`config.mk`:
```
export PLATFORM = sky130hd
export DESIGN_NAME = chain_command_parser_core
export DESIGN_NICKNAME = d
export VERILOG_FILES = /design/src/ccp_pkg.sv /design/src/ccp_front.sv /design/src/ccp_queue.sv /design/src/ccp_back.sv /design/src/chain_command_parser_core.sv
export SDC_FILE = /design/constraint.sdc
export NUM_CORES = 1
export LEC_CHECK = 0
export ABC_AREA = 0
export BUFFER_PORTS_ARGS = -buffer_cell sky130_fd_sc_hd__buf_2
export CAP_MARGIN = 20
export CORE_MARGIN = 2
export CORE_UTILIZATION = 40
export DETAILED_ROUTE_END_ITERATION = 10
export HOLD_SLACK_MARGIN = 0.02
export PLACE_DENSITY = 0.67
export SYNTH_ARGS = -nofsm -noshare
export SYNTH_HDL_FRONTEND = slang
export SYNTH_HIERARCHICAL = 1
export SYNTH_SLANG_ARGS = --single-unit
```
`constraint.sdc`:
```
create_clock -name clk_i -period 8.2 [get_ports clk_i]
set_input_delay 0.82 -clock clk_i [delete_from_list [all_inputs] [get_ports clk_i]]
set_output_delay 0.82 -clock clk_i [all_outputs]
set_load 0.005 [all_outputs]
```
`src/ccp_pkg.sv`:
```
package ccp_pkg;

  // Name length compared and forwarded, and the depth of the name buffer.
  localparam int unsigned NameLen = 8;
  localparam int unsigned NameDepth = 8;
  localparam logic [63:0] NameMask = {64{1'b1}} >> (64 - 8 * NameLen);

  // Depth of the job queue between the front and the back.
  localparam int unsigned QDepth = 2;

  // Command bytes on the chain.
  localparam logic [7:0] ByteListen   = 8'hCC;
  localparam logic [7:0] ByteUnlisten = 8'hEC;
  localparam logic [7:0] ByteNameList = 8'hCE;
  localparam logic [7:0] ByteTypeList = 8'hF3;
  localparam logic [7:0] ByteService  = 8'h53;
  localparam logic [7:0] ByteAirCal   = 8'h63;

  // Configuration register indexes.
  localparam logic [2:0] CfgChainHead   = 3'd0;
  localparam logic [2:0] CfgBehindMstr  = 3'd1;
  localparam logic [2:0] CfgTestMode    = 3'd2;
  localparam logic [2:0] CfgOwnName     = 3'd3;
  localparam logic [2:0] CfgMasterName  = 3'd4;

  typedef enum logic [3:0] {
    ActEcho     = 4'd0,
    ActTypeList = 4'd1,
    ActNameList = 4'd2,
    ActPacket   = 4'd3,
    ActForward  = 4'd4,
    ActUnlisten = 4'd5,
    ActService  = 4'd6,
    ActAirCal   = 4'd7,
    ActHeld     = 4'd8
  } action_e;

  // Byte-driven part of a job, carried out after the answer and the packet.
  typedef enum logic [2:0] {
    CmdNone,
    CmdUnlisten,
    CmdService,
    CmdAirCal,
    CmdForward,
    CmdNameDump
  } cmd_e;

  typedef struct packed {
    logic       kind;
    logic [7:0] rx_byte;
    logic       path_free;
    logic       tick;
  } in_t;

  typedef struct packed {
    action_e    action;
    logic [7:0] out_byte;
    logic       last;
  } out_t;

  typedef struct packed {
    logic        is_chain_head;
    logic        behind_master;
    logic        test_mode;
    logic [63:0] own_name;
    logic [63:0] master_name;
  } cfg_t;

  // One classified poll: everything the back needs to emit its results.
  typedef struct packed {
    logic        held;
    logic        ans_vld;
    action_e     ans_act;
    logic        pkt;
    cmd_e        cmd;
    logic [7:0]  cmd_byte;
    logic [63:0] name;
  } job_t;

  // Status of the back sequencer.
  typedef struct packed {
    logic busy;
    logic [3:0] idx;
  } back_stat_t;

endpackage

```
`src/ccp_front.sv`:
```
module ccp_front (
  input  logic          clk_i,
  input  logic          rst_ni,
  input  logic          accept_i,
  input  ccp_pkg::in_t  item_i,
  input  ccp_pkg::cfg_t cfg_i,
  output logic          job_valid_o,
  output ccp_pkg::job_t job_o
);

  typedef enum logic [6:0] {
    ModeIdle      = 7'b0000001,
    ModeRxName    = 7'b0000010,
    ModeAnsSelf   = 7'b0000100,
    ModeAnsMaster = 7'b0001000,
    ModeAnsType   = 7'b0010000,
    ModeAnsName   = 7'b0100000,
    ModeService   = 7'b1000000
  } mode_e;

  localparam logic [1:0] RoleNone   = 2'd0;
  localparam logic [1:0] RoleSelf   = 2'd1;
  localparam logic [1:0] RoleMaster = 2'd2;

  mode_e       mode_q, mode_d, mode_mid;
  logic [3:0]  name_cnt_q, name_cnt_d, cnt_inc;
  logic [1:0]  role_q, role_d;
  logic        tick_q, tick_d;
  logic [63:0] name_q, name_d, name_nxt;
  logic        has, ans_mode;
  logic [7:0]  c;
  ccp_pkg::job_t job;

  assign has = item_i.kind;
  assign c   = item_i.rx_byte;
  assign cnt_inc = name_cnt_q + 4'd1;
  assign ans_mode = (mode_q == ModeAnsSelf) || (mode_q == ModeAnsMaster) ||
                    (mode_q == ModeAnsType) || (mode_q == ModeAnsName);

  // Name buffer with the received byte written at the current position.
  always_comb begin
    name_nxt = name_q;
    for (int b = 0; b < ccp_pkg::NameDepth; b++) begin
      if (name_cnt_q[2:0] == 3'(b)) begin
        name_nxt[8*b +: 8] = c;
      end
    end
  end

  // Classify one poll and compute the next mode.
  always_comb begin
    mode_d     = mode_q;
    mode_mid   = mode_q;
    name_cnt_d = name_cnt_q;
    role_d     = role_q;
    tick_d     = tick_q | item_i.tick;
    name_d     = name_q;
    job          = '0;
    job.ans_act  = ccp_pkg::ActEcho;
    job.cmd      = ccp_pkg::CmdNone;
    if (ans_mode && !item_i.path_free) begin
      // Relay busy: the byte is refused and must come again.
      job.held = has;
    end else begin
      // Pending answer goes out first.
      unique case (mode_q)
        ModeAnsSelf: begin
          job.ans_vld = 1'b1;
          role_d      = RoleSelf;
          mode_mid    = ModeService;
        end
        ModeAnsMaster: begin
          job.ans_vld = 1'b1;
          role_d      = RoleMaster;
          mode_mid    = ModeIdle;
        end
        ModeAnsType: begin
          job.ans_vld = 1'b1;
          job.ans_act = ccp_pkg::ActTypeList;
          mode_mid    = ModeIdle;
        end
        ModeAnsName: begin
          job.ans_vld = 1'b1;
          job.ans_act = ccp_pkg::ActNameList;
          mode_mid    = ModeIdle;
        end
        default: begin
        end
      endcase
      // Periodic packet on the chain head.
      if ((mode_mid == ModeIdle) && cfg_i.is_chain_head && tick_d) begin
        job.pkt = !cfg_i.test_mode;
        tick_d  = 1'b0;
      end
      mode_d = mode_mid;
      // Command byte handling.
      if (has && !cfg_i.test_mode) begin
        unique case (mode_mid)
          ModeIdle: begin
            if (c == ccp_pkg::ByteListen) begin
              mode_d     = ModeRxName;
              name_cnt_d = 4'd0;
            end else if (c == ccp_pkg::ByteUnlisten) begin
              job.cmd = ccp_pkg::CmdUnlisten;
            end else if (c == ccp_pkg::ByteService) begin
              job.cmd_byte = c;
              if (cfg_i.is_chain_head || (role_d == RoleSelf)) begin
                job.cmd = ccp_pkg::CmdService;
                mode_d  = ModeService;
              end else begin
                job.cmd = ccp_pkg::CmdForward;
              end
            end else if (c == ccp_pkg::ByteAirCal) begin
              job.cmd      = ccp_pkg::CmdAirCal;
              job.cmd_byte = c;
            end else if ((c == ccp_pkg::ByteNameList) || (c == ccp_pkg::ByteTypeList)) begin
              if (cfg_i.is_chain_head || cfg_i.behind_master) begin
                mode_d = (c == ccp_pkg::ByteTypeList) ? ModeAnsType : ModeAnsName;
              end else begin
                job.cmd      = ccp_pkg::CmdForward;
                job.cmd_byte = c;
              end
            end else begin
              job.cmd      = ccp_pkg::CmdForward;
              job.cmd_byte = c;
            end
          end
          ModeRxName: begin
            name_d = name_nxt;
            if (cnt_inc < 4'(ccp_pkg::NameLen)) begin
              name_cnt_d = cnt_inc;
            end else begin
              name_cnt_d = 4'd0;
              if ((name_nxt & ccp_pkg::NameMask) ==
                  (cfg_i.own_name & ccp_pkg::NameMask)) begin
                mode_d = ModeAnsSelf;
              end else if (cfg_i.behind_master) begin
                mode_d = ((name_nxt & ccp_pkg::NameMask) ==
                          (cfg_i.master_name & ccp_pkg::NameMask)) ? ModeAnsMaster
                                                                   : ModeIdle;
              end else begin
                job.cmd  = ccp_pkg::CmdNameDump;
                job.name = name_nxt;
                mode_d   = ModeIdle;
              end
            end
          end
          ModeService: begin
            if (c == ccp_pkg::ByteUnlisten) begin
              job.cmd = ccp_pkg::CmdUnlisten;
              mode_d  = ModeIdle;
            end else begin
              job.cmd      = ccp_pkg::CmdService;
              job.cmd_byte = c;
            end
          end
          default: begin
          end
        endcase
      end
    end
  end

  assign job_o = job;
  assign job_valid_o = accept_i &&
                       (job.held || job.ans_vld || job.pkt || (job.cmd != ccp_pkg::CmdNone));

  // Control state.
  always_ff @(posedge clk_i or negedge rst_ni) begin
    if (!rst_ni) begin
      mode_q     <= ModeIdle;
      name_cnt_q <= 4'd0;
      role_q     <= RoleNone;
      tick_q     <= 1'b0;
    end else if (accept_i) begin
      mode_q     <= mode_d;
      name_cnt_q <= name_cnt_d;
      role_q     <= role_d;
      tick_q     <= tick_d;
    end
  end

  // Name buffer holds no reset value; every compared byte is written first.
  always_ff @(posedge clk_i) begin
    if (accept_i) begin
      name_q <= name_d;
    end
  end

endmodule

```
`src/ccp_queue.sv`:
```
module ccp_queue (
  input  logic          clk_i,
  input  logic          rst_ni,
  input  logic          push_i,
  input  ccp_pkg::job_t data_i,
  output logic          full_o,
  input  logic          pop_i,
  output logic          valid_o,
  output ccp_pkg::job_t data_o
);

  localparam int unsigned PtrW = (ccp_pkg::QDepth > 1) ? $clog2(ccp_pkg::QDepth) : 1;
  localparam int unsigned CntW = $clog2(ccp_pkg::QDepth + 1);
  localparam logic [PtrW-1:0] PtrLast = PtrW'(ccp_pkg::QDepth - 1);

  ccp_pkg::job_t   mem_q [ccp_pkg::QDepth];
  logic [PtrW-1:0] wptr_q, rptr_q;
  logic [CntW-1:0] cnt_q;
  logic            do_push, do_pop;

  assign full_o  = (cnt_q == CntW'(ccp_pkg::QDepth));
  assign valid_o = (cnt_q != '0);
  assign data_o  = mem_q[rptr_q];
  assign do_push = push_i && !full_o;
  assign do_pop  = pop_i && valid_o;

  // Pointers and fill count.
  always_ff @(posedge clk_i or negedge rst_ni) begin
    if (!rst_ni) begin
      wptr_q <= '0;
      rptr_q <= '0;
      cnt_q  <= '0;
    end else begin
      if (do_push) begin
        wptr_q <= (wptr_q == PtrLast) ? '0 : wptr_q + PtrW'(1);
      end
      if (do_pop) begin
        rptr_q <= (rptr_q == PtrLast) ? '0 : rptr_q + PtrW'(1);
      end
      if (do_push && !do_pop) begin
        cnt_q <= cnt_q + CntW'(1);
      end else if (do_pop && !do_push) begin
        cnt_q <= cnt_q - CntW'(1);
      end
    end
  end

  // Storage.
  always_ff @(posedge clk_i) begin
    if (do_push) begin
      mem_q[wptr_q] <= data_i;
    end
  end

endmodule

```
`src/ccp_back.sv`:
```
module ccp_back (
  input  logic                clk_i,
  input  logic                rst_ni,
  input  logic                job_valid_i,
  input  ccp_pkg::job_t       job_i,
  output logic                job_pop_o,
  output logic                empty_o,
  input  logic                pop_i,
  output ccp_pkg::out_t       out_o,
  output ccp_pkg::back_stat_t stat_o
);

  // Number of results one job gives.
  function automatic logic [3:0] job_count(ccp_pkg::job_t j);
    logic [3:0] n;
    n = {3'b0, j.ans_vld} + {3'b0, j.pkt};
    unique case (j.cmd)
      ccp_pkg::CmdUnlisten, ccp_pkg::CmdService, ccp_pkg::CmdForward: n = n + 4'd1;
      ccp_pkg::CmdAirCal:   n = n + 4'd2;
      ccp_pkg::CmdNameDump: n = n + 4'(ccp_pkg::NameLen + 1);
      default: n = n;
    endcase
    if (j.held) begin
      n = 4'd1;
    end
    return n;
  endfunction

  // Result at position idx of a job, without the last flag.
  function automatic ccp_pkg::out_t job_result(ccp_pkg::job_t j, logic [3:0] idx);
    ccp_pkg::out_t r;
    logic [3:0]    k;
    logic [3:0]    km;
    r = '0;
    r.action = ccp_pkg::ActForward;
    k  = idx - {3'b0, j.ans_vld} - {3'b0, j.pkt};
    km = k - 4'd1;
    if (j.held) begin
      r.action = ccp_pkg::ActHeld;
    end else if (j.ans_vld && (idx == 4'd0)) begin
      r.action = j.ans_act;
    end else if (j.pkt && (idx == {3'b0, j.ans_vld})) begin
      r.action = ccp_pkg::ActPacket;
    end else begin
      unique case (j.cmd)
        ccp_pkg::CmdUnlisten: r.action = ccp_pkg::ActUnlisten;
        ccp_pkg::CmdService: begin
          r.action   = ccp_pkg::ActService;
          r.out_byte = j.cmd_byte;
        end
        ccp_pkg::CmdAirCal: begin
          if (k == 4'd0) begin
            r.action = ccp_pkg::ActAirCal;
          end else begin
            r.action   = ccp_pkg::ActForward;
            r.out_byte = j.cmd_byte;
          end
        end
        ccp_pkg::CmdNameDump: begin
          r.action = ccp_pkg::ActForward;
          if (k == 4'd0) begin
            r.out_byte = ccp_pkg::ByteListen;
          end else begin
            r.out_byte = 8'(j.name >> {km[2:0], 3'b000});
          end
        end
        default: begin
          r.action   = ccp_pkg::ActForward;
          r.out_byte = j.cmd_byte;
        end
      endcase
    end
    return r;
  endfunction

  ccp_pkg::job_t job_q;
  logic          job_vld_q, job_vld_d;
  logic [3:0]    idx_q, idx_d;
  ccp_pkg::out_t out_q, res;
  logic          out_vld_q, out_vld_d;
  logic          can_out, emit, is_last, load;

  assign can_out = !out_vld_q || pop_i;
  assign emit    = job_vld_q && can_out;
  assign is_last = (idx_q == job_count(job_q) - 4'd1);
  assign load    = !job_vld_q || (emit && is_last);
  assign job_pop_o = load && job_valid_i;

  always_comb begin
    res      = job_result(job_q, idx_q);
    res.last = is_last;
  end

  // Sequencer: one result of the current job per beat.
  always_comb begin
    job_vld_d = job_vld_q;
    idx_d     = idx_q;
    out_vld_d = out_vld_q;
    if (pop_i) begin
      out_vld_d = 1'b0;
    end
    if (emit) begin
      out_vld_d = 1'b1;
      idx_d     = idx_q + 4'd1;
    end
    if (load) begin
      job_vld_d = job_valid_i;
      idx_d     = 4'd0;
    end
  end

  always_ff @(posedge clk_i or negedge rst_ni) begin
    if (!rst_ni) begin
      job_vld_q <= 1'b0;
      idx_q     <= 4'd0;
      out_vld_q <= 1'b0;
    end else begin
      job_vld_q <= job_vld_d;
      idx_q     <= idx_d;
      out_vld_q <= out_vld_d;
    end
  end

  // Payload registers.
  always_ff @(posedge clk_i) begin
    if (job_pop_o) begin
      job_q <= job_i;
    end
    if (emit) begin
      out_q <= res;
    end
  end

  assign empty_o = !out_vld_q;
  assign out_o   = out_q;
  assign stat_o  = '{busy: job_vld_q, idx: idx_q};

endmodule

```
`src/chain_command_parser_core.sv`:
```
// Command parser for a daisy-chained serial sensor link.
// Input channel: one beat per poll (kind, rx_byte, path_free, tick), taken at
// a rising edge with push high and full low. Output channel: result beats
// (action, out_byte, last), the oldest shown while empty is low and taken
// with pop. A poll gives zero to nine results; last marks the final one.
// Configuration: cfg_valid_i/cfg_ready_o with a register index and 64-bit
// data; ready is always high. Write only while no poll is in flight.
// The front classifies a poll in the cycle it is accepted and updates the
// mode, so polls may follow each other in every cycle while full is low.
// Jobs wait in a two-entry queue; the back emits one result per cycle from
// the current job while pop is high or the output register is empty. It
// takes the next job as it emits the last result; a forwarded name gives nine.
// A poll's results pass the queue, the job register and the output register.
// When pop stays low the output register holds, the back stops, the queue
// fills and full rises. Reset clears the mode, the name count, the listen
// role, the pending tick, all configuration registers and both channels.
module chain_command_parser_core (
  input  logic          clk_i,
  input  logic          rst_ni,
  input  logic          push,
  output logic          full,
  input  ccp_pkg::in_t  in_i,
  output logic          empty,
  input  logic          pop,
  output ccp_pkg::out_t out_o,
  input  logic          cfg_valid_i,
  output logic          cfg_ready_o,
  input  logic [2:0]    cfg_index_i,
  input  logic [63:0]   cfg_data_i
);

  ccp_pkg::cfg_t       cfg_q;
  ccp_pkg::job_t       enq_job, deq_job;
  logic                enq, deq_vld, deq_pop, accept;
  ccp_pkg::back_stat_t back_stat;

  assign cfg_ready_o = 1'b1;
  assign accept = push && !full;

  // Configuration registers.
  always_ff @(posedge clk_i or negedge rst_ni) begin
    if (!rst_ni) begin
      cfg_q <= '0;
    end else if (cfg_valid_i && cfg_ready_o) begin
      unique case (cfg_index_i)
        ccp_pkg::CfgChainHead:  cfg_q.is_chain_head <= cfg_data_i[0];
        ccp_pkg::CfgBehindMstr: cfg_q.behind_master <= cfg_data_i[0];
        ccp_pkg::CfgTestMode:   cfg_q.test_mode     <= cfg_data_i[0];
        ccp_pkg::CfgOwnName:    cfg_q.own_name      <= cfg_data_i;
        ccp_pkg::CfgMasterName: cfg_q.master_name   <= cfg_data_i;
        default: begin
        end
      endcase
    end
  end

  ccp_front u_front (
    .clk_i       (clk_i),
    .rst_ni      (rst_ni),
    .accept_i    (accept),
    .item_i      (in_i),
    .cfg_i       (cfg_q),
    .job_valid_o (enq),
    .job_o       (enq_job)
  );

  ccp_queue u_queue (
    .clk_i   (clk_i),
    .rst_ni  (rst_ni),
    .push_i  (enq),
    .data_i  (enq_job),
    .full_o  (full),
    .pop_i   (deq_pop),
    .valid_o (deq_vld),
    .data_o  (deq_job)
  );

  ccp_back u_back (
    .clk_i       (clk_i),
    .rst_ni      (rst_ni),
    .job_valid_i (deq_vld),
    .job_i       (deq_job),
    .job_pop_o   (deq_pop),
    .empty_o     (empty),
    .pop_i       (pop),
    .out_o       (out_o),
    .stat_o      (back_stat)
  );

  // A full queue always offers a job to the back.
  assert property (@(posedge clk_i) disable iff (!rst_ni) full |-> deq_vld)
    else $error("job queue full but shows no job");

  // A job pushed by the front is still waiting or taken in the next cycle.
  assert property (@(posedge clk_i) disable iff (!rst_ni)
                   enq |=> (deq_vld || back_stat.busy))
    else $error("job lost between front and back");

  // A held byte is always the only result of its poll.
  assert property (@(posedge clk_i) disable iff (!rst_ni)
                   (!empty && (out_o.action == ccp_pkg::ActHeld)) |-> out_o.last)
    else $error("held result not marked last");

  // The back never runs past the results of its job.
  assert property (@(posedge clk_i) disable iff (!rst_ni)
                   back_stat.busy |-> (back_stat.idx < 4'(ccp_pkg::NameLen + 1)))
    else $error("result index beyond job length");

endmodule

```
======== Word-level counts from Yosys, hierarchy flattened ========
Memories as Yosys holds them, arrays and structs flattened. A register that Yosys moved wholly into a read port is not among the register bits.
Index checks and enable logic that the tools add are counted.
Widths: inputs -> output; s select.
word-level totals
  register bits after elaboration ......... 232
  bits in writable memories ............... 164
  word-level logic and storage cells ...... 205
  memories ................................ 1
cells by class
  add/sub/neg operators ................... 14
  magnitude comparators ................... 1
  equality and inequality tests ........... 36
  shift operators ......................... 1
  muxes and demuxes ....................... 76
  bitwise gates (word level) .............. 2
  reduce and logical (&&, ||, !) cells .... 55
memory list
  name           words  bits a word  read ports  clocked after memory_dff  write ports  RTL line         RTL
  u_queue.mem_q  2      82           1           1                         1            ccp_queue.sv:16  ccp_pkg::job_t mem_q [ccp_pkg::QDepth];
operators with widths
  cell                 count
  $mux 64              4
  $eq 64x64->1         2
  $mux 8               12
  $mux 7               13
  $mux 81              1
  $mux 75              1
  $shr 64x6->8         1
  $mux 11              5
  $eq 8x8->1 const B   4
  $mux 4               8
  $pmux 4 s3           2
  $pmux 8 s3           1
  $eq 3x3->1 const B   7
  $pmux 7 s3           1
  $eq 3x2->1 const B   6
  $eq 8x7->1 const B   2
  $pmux 8 s2           1
  $logic_and 1x1->1    15
  $mux 3               5
  $pmux 7 s2           1
  $add 4x1->4 const B  3
  $reduce_and 2->1     6
  $logic_or 1x1->1     11
  $mux 1               11
  other kinds (39)     62

======== Longest topological paths before layout ========
Gate-level depths: netlist of run 1.
  word-level depth ........................ 24
  gate-level depth with buffers ........... 19
  depth with buffers taken out ............ 18

======== Hierarchy ========
The synthesis of run 1 kept the hierarchy.
modules (own cells, without submodules)
  module                     times used  cells each  area each (um2)  sequential area each (um2)
  ccp_front                  1           745         6572.6           2248.4
  ccp_queue                  1           274         6465.0           5024.8
  chain_command_parser_core  1           284         5255.0           3278.1
  ccp_back                   1           251         4405.5           3002.9

======== Least setup slack after synthesis of run 1 ========
OpenSTA, ideal clock, no wires.
  kind .................................... register to register
  start ................................... reg, netlist name u_back/job_q[80]
  end ..................................... reg u_queue.cnt_q[1]
  setup time .............................. 0.079 ns
  arrival ................................. 7.744 ns
  data required time ...................... 8.121 ns
  path slack .............................. 0.376 ns
  cell stages (with the launch flop) ...... 16
  buffers on the path ..................... 0
  path through ............................ edfxtp_1 > inv_1 > ha_1 > xnor2_1 > mux2i_4 > ha_1 > xor2_1 > nand2_1 > or4b_4 > a21o_1 > a21boi_1 > nand2_1 > ha_1 > xor2_1 > nor2_1 > xor2_1
on the way
  word-level cells in the longest chain between the ends .. 13
ends and longest elaborated chain
  item                                                RTL line                         RTL
  $add 1x1->2 *                                       ccp_back.sv:16                   n = {3'b0, j.ans_vld} + {3'b0, j.pkt};
  $add 4x4->4 (tied with other cells)                 ccp_back.sv:20                   ccp_pkg::CmdNameDump: n = n + 4'(ccp_pkg::NameLen + 1);
  $pmux 4 s3 *                                        ccp_back.sv:17                   unique case (j.cmd)
  $mux 4 *                                            ccp_back.sv:23                   if (j.held) begin
  $sub 4x1->4 *                                       ccp_back.sv:85                   assign is_last = (idx_q == job_count(job_q) - 4'd1);
  $eq 4x4->1 *                                        ccp_back.sv:85
  $logic_and 1x1->1 *                                 ccp_back.sv:86                   assign load = !job_vld_q || (emit && is_last);
  $logic_or 1x1->1 *                                  ccp_back.sv:86
  $logic_and 1x1->1 *                                 ccp_back.sv:87                   assign job_pop_o = load && job_valid_i;
  named net deq_pop                                   chain_command_parser_core.sv:34  logic enq, deq_vld, deq_pop, accept;
  $logic_and 1x1->1 *                                 ccp_queue.sv:25                  assign do_pop = pop_i && valid_o;
  $logic_not 1->1                                     ccp_queue.sv:40                  if (do_push && !do_pop) begin
  $logic_and 1x1->1                                   ccp_queue.sv:40
  $mux 2 / $reduce_bool 2->1 (equally long branches)  --
  end signal, assigned                                ccp_queue.sv:41                  cnt_q <= cnt_q + CntW'(1);
  end signal, assigned                                ccp_queue.sv:43                  cnt_q <= cnt_q - CntW'(1);
  end, declared                                       ccp_queue.sv:18                  logic [CntW-1:0] cnt_q;
The timed path passes the listed nets; every way through them passes the cells marked *.
A chain may end at the register's enable or synchronous reset.

======== Worst setup path in the final report of run 1 ========
  start ................................... reg u_front.name_cnt_q[2]
  end ..................................... mem u_queue/mem_q[0][42] in the netlist's numbering, enable pin
on the way
  word-level cells in the longest chain between the ends .. 14
ends and longest elaborated chain
  item                                                 RTL line                         RTL
  start, declared                                      ccp_front.sv:26                  logic [3:0] name_cnt_q, name_cnt_d, cnt_inc;
  start signal, assigned                               ccp_front.sv:177                 name_cnt_q <= name_cnt_d;
  branches (longest 4 deep; another with $add 4x1->4)  --
  $mux 3 *                                             ccp_front.sv:130                 if (cnt_inc < 4'(ccp_pkg::NameLen)) begin
  $pmux 3 s3 *                                         ccp_front.sv:98                  unique case (mode_mid)
  $mux 75 *                                            ccp_front.sv:97                  if (has && !cfg_i.test_mode) begin
  $mux 81 *                                            ccp_front.sv:61                  if (ans_mode && !item_i.path_free) begin
  $reduce_bool 3->1 *                                  ccp_front.sv:166                 (job.held || job.ans_vld || job.pkt || (job.cmd != ccp_pkg::CmdNone));
  $logic_or 1x1->1 *                                   ccp_front.sv:166
  $logic_and 1x1->1 *                                  ccp_front.sv:165                 assign job_valid_o = accept_i &&
  named net enq                                        chain_command_parser_core.sv:34
  $logic_and 1x1->1 *                                  ccp_queue.sv:24                  assign do_push = push_i && !full_o;
  $mux 1 *                                             ccp_queue.sv:50                  if (do_push) begin
  $mux 1 (not written as such) *                       ccp_queue.sv:51                  mem_q[wptr_q] <= data_i;
  end, declared                                        ccp_queue.sv:16
Mark *: on every way through the listed nets, which the timed path passes.

==> flow_metrics.py, run 1 <==
metrics = {
    "run_status": {
        "status": "finished clean",
    },
    "finish": {
        "num-nets-final": 1754,
        "fin_util_pct": 44.9,
        "syn_to_final_growth_pct": 11.3,
        "layout_common_cells": "323 x edfxtp_1, 152 x dfrtp_1, 131 x mux2_4, 109 x nor2_1, 104 x inv_1",
        "final_common_cell": "edfxtp_1",
        "layout-drive-gt1-share_pct": 26.2,
    },
    "cts": {
        "insertion_delay_ns": 0.60,
        "postCtsHoldBufs": 0,
        "clk_path_buf_depth": 3,
        "ctsHtreeMaxLevel": 2,
        "cts_buffers": 49,
        "postCtsResizedCells": 0,
        "cts_tree": "done",
        "path_clk_slew_ns": 0.06,
        "cts-root-buf": "clkbuf_16",
        "postCtsSetupBuffers": 0,
        "cts.sinks": 477,
    },
    "timing": {
        "worst_pin_slew_ns": 1.14,
        "tns_ns": 0,
        "setup_viol": 0,
        "fin_crit_sh_pct": 73.9,
        "timing.slew.headroom_pct": 21.9,
        "finalClockSkew_ns": 0.0220,
        "slew_violations": 0,
        "hold_violations": 0,
        "period_needed_ns": 6.06,
        "fin_ws_ns": 2.14,
        "rsz0062_at_grt": "no",
        "fmax_mhz": 165,
    },
    "worst_setup_path": {
        "path_cells": "inv_1 -> ha_1 -> mux2i_1 -> xor2_1 -> nand2_1 -> nor4_1 -> nand4_1 -> nor4_2 -> nand2b_1 -> a41oi_1 -> nand2_1 -> nor2_4 -> buf_4",
        "cp-end-kind": "register",
        "slowest_delay_ns": 0.87,
        "regToRegSetupSlack_ns": 2.14,
        "critPathSlowestCell": "dfrtp_1",
        "required_ns": 8.37,
        "critical_path_arrival_ns": 6.23,
        "cpMostUsedCell": "nand2_1",
        "crit_type": "register to register",
        "startpoint_type": "register",
        "crit_fanout": 79,
    },
    "min_path": {
        "hold_path.class": "primary input to async pin",
    },
    "routing": {
        "wl_met2_mm": 28.1,
        "wire_per_inst_um": 23.4,
        "maxUsedRoutingLayer": "met4",
        "dr.first_iter.drc_count": 1071,
        "vias_per_cell": 5.33,
        "drt_pass1_iterations": 6,
        "wl_mm": 57.5,
        "drcViolationCount": 0,
        "num_vias": 13100,
        "wirelength_met1_mm": 24.6,
        "ant_nets": 0,
        "wl_met3_mm": 2.87,
    },
    "floorplan": {
        "initial_utilization_pct": 40.3,
        "dieHeight_um": 242,
        "die-area_um2": 58600,
        "dieWidth_um": 242,
        "coreArea_um2": 56300,
        "ios": 99,
        "rows": 87,
    },
    "global_routing": {
        "antenna_found_initial": 0,
        "grt_pass1_wl_mm": 85.5,
        "grt_max_degree": 80,
        "grt_pass1_vias": 13200,
        "grt_overflow": 0,
        "grt_util_all_layers_pct": 19.4,
    },
    "pwr": {
        "leakage_nw": 9.63,
        "peakVddDrop_uv": 160,
        "power.density_nw_per_um2": 279,
    },
    "logic_synthesis": {
        "synth_warnings": 6,
        "syn_area_um2": 22700,
        "synth_cells": 1553,
        "syn_area_per_cell_um2": 14.6,
    },
    "placement": {
        "preCtsSetupSlack_ns": 2.30,
        "post-dp-hpwl_mm": 41.2,
        "gp_congestion": 0.930,
        "port_buffers": 97,
    },
    "job": {
        "drv_cap": 0,
    },
}
-- final timing paths --
path / from / end / cells after the start
hold / removal: rst_ni / cfg_q[128] / 1
setup / recovery: u_front/name_cnt_q[2] / u_queue/mem_q[0][42] / 13
min in group clk_i: cfg_data_i[25] / cfg_q[25] / 2
setup reg to reg: u_front/name_cnt_q[2] / u_queue/mem_q[0][42] / 13
hold reg to reg: u_queue/cnt_q[1] / u_queue/cnt_q[1] / 1
max in group asynchronous: rst_ni / cfg_q[24] / 2
-- metal layers --
layer | vias up | track usage, %
met3 | 105 | 2.77
met5 | - | 0
li1 | 5902 | -
met4 | 0 | 6.75
met2 | 445 | 32.6
met1 | 6601 | 25.8
-- power by group --
group	internal, W	total [W]	switching, W	leakage, nW
Combinational	0.000887	0.00174	0.000854	4.30
Sequential	0.00283	0.00313	0.000291	4.55
Clock	0.00125	0.00219	0.000940	0.772
Total	0.00497	0.00706	0.00209	9.63
-- sequential cells by signal, summed over array words and instances (netlist names), 3 cells and up --
name                cells
u_back/idx_q            4
u_front/name_cnt_q      3
u_front/mode_q          7
u_back/job_q           82
u_queue/mem_q         164
cfg_q                 131
u_back/out_o           13
u_front/name_q         64
-- through the flow --
step	hold WS, ns	cell area (um^2)	total power (W)	cells
after floorplan	0.456	22700	0.00440	1554
after global placement	0.482	23700	0.00492	2356
after detailed placement	0.485	23700	0.00494	2357
after CTS	0.311	25200	0.00715	2448
after global routing	0.346	25200	0.00734	2449
final	0.299	25300	0.00706	2450
-- worst max-delay path, delay by kind of cell (launching register included) --
kind,cells,cell delay [ns]
and+or+nand+nor,7,2.33
adders and majority gates,1,0.50
muxes,1,0.75
xor gates and xnor gates,1,0.19
buffers and inverters,2,0.72
DFF,1,0.87
AOI/OAI and AO/OA,1,0.17
-- cell type report --
type                            instances  area [um^2]
Multi-Input combinational cell        905         8150
Fill cell                            4978        31000
Clock inverter                         32          289
Sequential cell                       477        13600
Antenna cell                            1         2.50
Timing Repair Buffer                  116          634
Clock buffer                           59         1280
Tap cell                              756          946
Inverter                              104          390
Note: power is estimated with default switching activity, not from simulation.
==> inputs of run 2 (changes only) <==
--- a/config.mk
+++ b/config.mk
@@ -12,7 +12,7 @@
 export CORE_UTILIZATION = 40
 export DETAILED_ROUTE_END_ITERATION = 10
 export HOLD_SLACK_MARGIN = 0.02
-export PLACE_DENSITY = 0.67
+export PLACE_DENSITY = 0.65
 export SYNTH_ARGS = -nofsm -noshare
 export SYNTH_HDL_FRONTEND = slang
 export SYNTH_HIERARCHICAL = 1
==> constraint.sdc (replaced) <==
create_clock -name clk_i -period 6.2 [get_ports clk_i]
set_input_delay 0.62 -clock clk_i [delete_from_list [all_inputs] [get_ports clk_i]]
set_output_delay 0.62 -clock clk_i [all_outputs]
set_load 0.005 [all_outputs]
==> flow_metrics.py, run 2 (synthesis gave the netlist of run 1 again) <==
metrics = {
    "timing": {
        "slew_violations": 0,
        "worst_pin_slew_ns": 1.07,
        "hold_violations": 0,
        "timing.slew.headroom_pct": 28.5,
        "fmax_mhz": 176,
        "fin_crit_sh_pct": 91.5,
        "setup_viol": 0,
        "finalClockSkew_ns": 0.0168,
        "period_needed_ns": 5.68,
        "rsz0062_at_grt": "no",
        "tns_ns": 0,
    },
    "global_routing": {
        "grt_overflow": 0,
        "grt_pass1_vias": 13000,
        "grt_pass1_wl_mm": 84.6,
        "antenna_found_initial": 0,
        "grt_util_all_layers_pct": 19.3,
        "grt_max_degree": 77,
    },
    "cts": {
        "cts_tree": "done",
        "postCtsSetupBuffers": 0,
        "ctsHtreeMaxLevel": 2,
        "cts_buffers": 48,
        "clk_path_buf_depth": 3,
        "postCtsHoldBufs": 0,
        "path_clk_slew_ns": 0.06,
        "cts.sinks": 477,
        "insertion_delay_ns": 0.60,
        "cts-root-buf": "clkbuf_16",
        "postCtsResizedCells": 0,
    },
    "pwr": {
        "power.density_nw_per_um2": 374,
        "p_total_w": 0.00952,
        "peakVddDrop_uv": 225,
        "leakage_nw": 9.75,
    },
    "placement": {
        "port_buffers": 97,
        "gp_congestion": 0.935,
        "post-dp-hpwl_mm": 41.6,
    },
    "worst_setup_path": {
        "crit_type": "register to register",
        "crit_fanout": 54,
        "critical_path_arrival_ns": 6.02,
        "worst-r2r-cell-count": 11,
        "r2r_end": "u_queue/mem_q[1][7]",
        "regToRegSetupSlack_ns": 0.52,
        "critPathSlowestCell": "nor4_2",
        "slowest_delay_ns": 0.86,
        "r2r_start": "u_front/name_cnt_q[2]",
        "required_ns": 6.55,
        "path_cells": "ha_1 -> mux2i_1 -> xor2_1 -> o21ai_0 -> nor4_1 -> nand4_1 -> nor4_2 -> nand2b_1 -> a41oi_1 -> and3_4 -> buf_12",
        "cp-end-kind": "register",
        "startpoint_type": "register",
    },
    "floorplan": {
        "coreArea_um2": 56300,
        "die-area_um2": 58600,
        "dieWidth_um": 242,
        "dieHeight_um": 242,
        "initial_utilization_pct": 40.3,
        "ios": 99,
        "rows": 87,
    },
    "finish": {
        "fin_util_pct": 45.3,
        "layout_common_cells": "323 x edfxtp_1, 152 x dfrtp_1, 131 x mux2_4, 109 x nor2_1, 104 x inv_1",
        "num-nets-final": 1765,
        "final_common_cell": "edfxtp_1",
        "antennaDiodeCount": 0,
        "largest_reg_flops": 164,
        "layout-drive-gt1-share_pct": 27.1,
        "syn_to_final_growth_pct": 12.3,
        "top_register": "u_queue/mem_q",
        "fill_cells": 4987,
        "top_regs": "u_queue/mem_q x164, cfg_q x131, u_back/job_q x82",
    },
    "routing": {
        "ant_nets": 0,
        "drt_pass1_iterations": 5,
        "dr.first_iter.drc_count": 1178,
        "wl_mm": 57.2,
        "num_vias": 13100,
        "wire_per_inst_um": 23.2,
        "drcViolationCount": 0,
        "vias_per_cell": 5.32,
    },
    "run_status": {
        "status": "finished clean",
    },
    "min_path": {
        "hold_path.class": "primary input to async pin",
    },
    "job": {
        "drv_cap": 0,
    },
}
run 2: cell count changes in the layout (fill, tap and decap cells not counted), moves of 2 or more:
cell       previous run  this run
buf_4                19        28
clkinv_1             10         2
clkinv_4              1         8
buf_12                0         3
inv_6                 4         1
bufinv_16             4         6
inv_4                 2         0
run 2: metrics by stage:
step / setup WS (ns) / cells / cell area (um^2) / hold WS, ns
floorplan: 0.274 / 1554 / 22700 / 0.324
global placement: 0.833 / 2370 / 23800 / 0.475
detailed placement: 0.763 / 2370 / 23800 / 0.477
CTS: 0.746 / 2459 / 25500 / 0.0494
global route: 0.463 / 2459 / 25500 / 0.0920
finish: 0.525 / 2459 / 25500 / 0.0444
run 2: worst max-delay path by stage:
| stage | endpoint | depth (start not counted) | from |
|---|---|---|---|
| floorplan | u_queue/cnt_q[1] | 15 | u_back/job_q[80] |
| global placement | u_queue/mem_q[1][46] | 11 | u_front/name_cnt_q[2] |
| detailed placement | u_queue/mem_q[1][38] | 11 | u_front/name_cnt_q[2] |
| CTS | u_queue/mem_q[1][43] | 11 | u_front/name_cnt_q[2] |
| global route | u_queue/mem_q[1][38] | 11 | u_front/name_cnt_q[2] |
| finish | u_queue/mem_q[1][7] | 11 | u_front/name_cnt_q[2] |
run 2: power breakdown:
group          switching [W]  internal (W)  total, W
Combinational        0.00114       0.00118   0.00232
Clock                0.00128       0.00177   0.00306
Sequential          0.000401       0.00375   0.00415
run 2: layout make-up:
class	count	area (um^2)	area share, %
repair buffers	128	762	2.99
flip-flops and latches	477	13600	53.2
well taps	756	946	3.71
clock buffers	59	1310	5.12
inverters	104	390	1.53
clock inverters	30	367	1.44
multi-input cells	905	8150	32.0
run 2: worst max-delay path: cells and delay by family, from the launching register on:
family	cells	cell delay, ns
flops	1	0.85
mux	1	0.56
compound gates	2	0.37
fa+ha+maj	1	0.70
buf+inv	1	0.29
xor+xnor	1	0.27
simple gates	5	2.31
run 2: routing by layer:
layer	vias to the layer above	share of wire [%]	GRT usage, %
li1	5927	-	-
met1	6637	44	26.6
met2	434	47	31.2
met3	89	5.4	2.58
met4	0	3.5	7.19
met5	-	0	0
==> inputs of run 3 (changes only) <==
--- a/config.mk
+++ b/config.mk
@@ -10,10 +10,10 @@
 export CAP_MARGIN = 20
 export CORE_MARGIN = 2
 export CORE_UTILIZATION = 40
+export CTS_BUF_LIST = sky130_fd_sc_hd__clkbuf_8
 export DETAILED_ROUTE_END_ITERATION = 10
 export HOLD_SLACK_MARGIN = 0.02
 export PLACE_DENSITY = 0.65
 export SYNTH_ARGS = -nofsm -noshare
 export SYNTH_HDL_FRONTEND = slang
-export SYNTH_HIERARCHICAL = 1
 export SYNTH_SLANG_ARGS = --single-unit
==> flow_metrics.py, run 3 <==
metrics = {
    "min_path": {
        "hold_path.class": "primary input to register",
        "hold_depth": 2,
    },
    "finish": {
        "layout-drive-gt1-share_pct": 27.7,
        "top_regs": "u_queue.mem_q x160, cfg_q x131, u_back.job_q x80",
        "fill_cells": 4767,
        "largest_reg_flops": 160,
        "layoutNonFillerInstCount": 2446,
        "syn_to_final_growth_pct": 13.1,
        "layout_common_cells": "317 x edfxtp_1, 214 x mux2_2, 152 x dfrtp_1, 124 x inv_1, 104 x nor2_1",
        "final_common_cell": "edfxtp_1",
        "multi_input_area_um2": 7640,
        "num-nets-final": 1791,
        "seq_area_um2": 13400,
        "top_register": "u_queue.mem_q",
    },
    "worst_setup_path": {
        "cp-end-kind": "register",
        "crit_fanout": 57,
        "startpoint_type": "register",
        "critical_path_arrival_ns": 5.37,
        "required_ns": 6.58,
        "worst-r2r-cell-count": 11,
        "crit_type": "register to register",
    },
    "logic_synthesis": {
        "synth.most_common_cell": "edfxtp_1",
        "synth_cells": 1563,
        "yosysSeqAreaShare_pct": 61.6,
        "synth_warnings": 0,
        "synth_area_leaders": "edfxtp_1 44%, dfrtp_1 18%, mux2_2 11%",
        "synth_ff_type": "edfxtp_1",
        "ys_seq_elements": 471,
        "syn_area_per_cell_um2": 13.9,
        "synth_largest_area_cell": "edfxtp_1",
        "yosysTopAreaCellShare_pct": 43.9,
        "synth_nets": 1663,
        "synth_edf_count": 317,
        "yosysUniqueCellTypes": 76,
        "ys_async_sr_fraction_pct": 32.7,
        "synth_commonest_cells": "317 x edfxtp_1, 214 x mux2_2, 153 x dfrtp_1, 105 x nor2_1, 101 x inv_1",
        "syn_area_um2": 21700,
    },
    "timing": {
        "worst_pin_slew_ns": 1.10,
        "fin_crit_sh_pct": 80.5,
        "timing.slew.headroom_pct": 25.5,
        "slew_violations": 0,
        "tns_ns": 0,
        "fmax_mhz": 200,
        "finalClockSkew_ns": 0.0379,
        "period_needed_ns": 4.99,
        "rsz0062_at_grt": "no",
        "setup_viol": 0,
        "hold_violations": 0,
        "fin_ws_ns": 1.21,
    },
    "cts": {
        "cts.sinks": 471,
        "cts_tree": "done",
        "cts-root-buf": "clkbuf_8",
        "path_clk_slew_ns": 0.06,
        "postCtsResizedCells": 0,
        "postCtsHoldBufs": 1,
        "ctsHtreeMaxLevel": 3,
        "insertion_delay_ns": 0.67,
        "clk_path_buf_depth": 3,
        "cts_buffers": 76,
        "postCtsSetupBuffers": 0,
    },
    "floorplan": {
        "coreArea_um2": 53700,
        "initial_utilization_pct": 40.4,
        "rows": 85,
        "ios": 99,
        "dieWidth_um": 237,
        "dieHeight_um": 237,
        "die-area_um2": 56100,
    },
    "global_routing": {
        "use_met1_pct": 27.7,
        "met2_usage_pct": 33.1,
        "busiest_layer": "met2",
        "grt_util_all_layers_pct": 20.5,
        "grt_overflow": 0,
        "grt_pass1_wl_mm": 85.2,
        "grt_max_degree": 82,
        "grt_pass1_vias": 13500,
        "use_met3_pct": 3.51,
        "antenna_found_initial": 1,
    },
    "pwr": {
        "p_total_w": 0.00928,
        "peakVddDrop_uv": 242,
        "power.density_nw_per_um2": 378,
        "leakage_nw": 9.74,
    },
    "routing": {
        "wl_mm": 57.4,
        "wire_per_inst_um": 23.5,
        "drt_pass1_iterations": 5,
        "ant_nets": 0,
        "num_vias": 13400,
        "dr.first_iter.drc_count": 1070,
        "drcViolationCount": 0,
        "vias_per_cell": 5.47,
    },
    "placement": {
        "port_buffers": 97,
        "placed_cells": 2307,
        "gp_congestion": 0.937,
        "post-dp-hpwl_mm": 41.1,
        "preCtsSetupSlack_ns": 1.30,
    },
    "job": {
        "drv_cap": 0,
    },
    "run_status": {
        "status": "finished clean",
    },
}
## run 3: changes by cell type in the layout (fill, tap and decap cells not counted), sizes merged, moves of 6 or more
| cell | before | now |
|---|---|---|
| nor3 | 17 | 25 |
| clkbuf | 59 | 88 |
| buf | 128 | 120 |
| inv | 107 | 128 |
| nand3b | 8 | 15 |
| edfxtp | 323 | 317 |
## run 3: critical path, stage by stage, from the launching register on
cell and delay, ns:
dfrtp_1 0.58, inv_1 0.16, ha_1 0.64, mux2i_1 0.61, xnor2_1 0.13, nor3_1 0.32, o2111ai_1 0.20, or4_1 0.62
o31a_1 0.34, o21ba_2 0.27, and2_4 0.40, buf_4 0.36
## run 3: per-layer routing
layer / vias to the layer above / share of wire [%]
li1: 6017 / -
met1: 6758 / 43
met2: 512 / 48
met3: 96 / 6.5
met4: 0 / 3.1
met5: - / 0
## run 3: worst paths after layout
path / from / to / slack [ns]
max: u_front.name_cnt_q[2] / u_queue.mem_q[1][71] / 1.21
min: cfg_data_i[35] / cfg_q[35] / 0.20
max reg2reg: u_front.name_cnt_q[2] / u_queue.mem_q[1][71] / 1.21
min reg2reg: u_front.role_q[0] / u_front.role_q[0] / 0.53
max in group asynchronous: rst_ni / u_back.idx_q[1] / 4.38
min in group asynchronous: rst_ni / u_queue.rptr_q / 0.46
## run 3: cell families (layout without fill, tap and decap cells)
logic type                 Yosys count  in the layout  synth area share [%]
xor gates and xnor gates           128            128                  5.17
adders and majority gates           17             17                  1.01
other                                1              3                0.0173
muxes                              299            299                  16.2
AOI/OAI and AO/OA                  158            158                  5.04
DFF                                471            471                  61.6
and+or+nand+nor                    317            317                  7.57
buffers and inverters              172            357                  3.40
## run 3: per-stage QoR
step | hold slack [ns] | utilization [%] | cell area [um^2]
after global placement | 0.512 | 42.7 | 22900
after detailed placement | 0.515 | 42.7 | 22900
after floorplan | 0.324 | - | 21700
after CTS | 0.152 | 45.6 | 24500
final | 0.199 | 45.7 | 24500
after global routing | 0.167 | 45.7 | 24500
## run 3: layout make-up
type | count | area share (%)
sequential | 471 | 54.5
tap | 696 | 3.55
timing repair buffer | 121 | 2.88
inverter | 101 | 1.54
multi-input combinational | 920 | 31.1
clock buffer | 88 | 4.93
clock inverter | 47 | 1.43
antenna | 2 | 0.0204
## run 3: where the power goes
group          internal, W  switching [W]  total [W]
sequential         0.00373       0.000370    0.00410
combinational      0.00119        0.00125    0.00243
clock              0.00148        0.00127    0.00275
total              0.00639        0.00289    0.00928
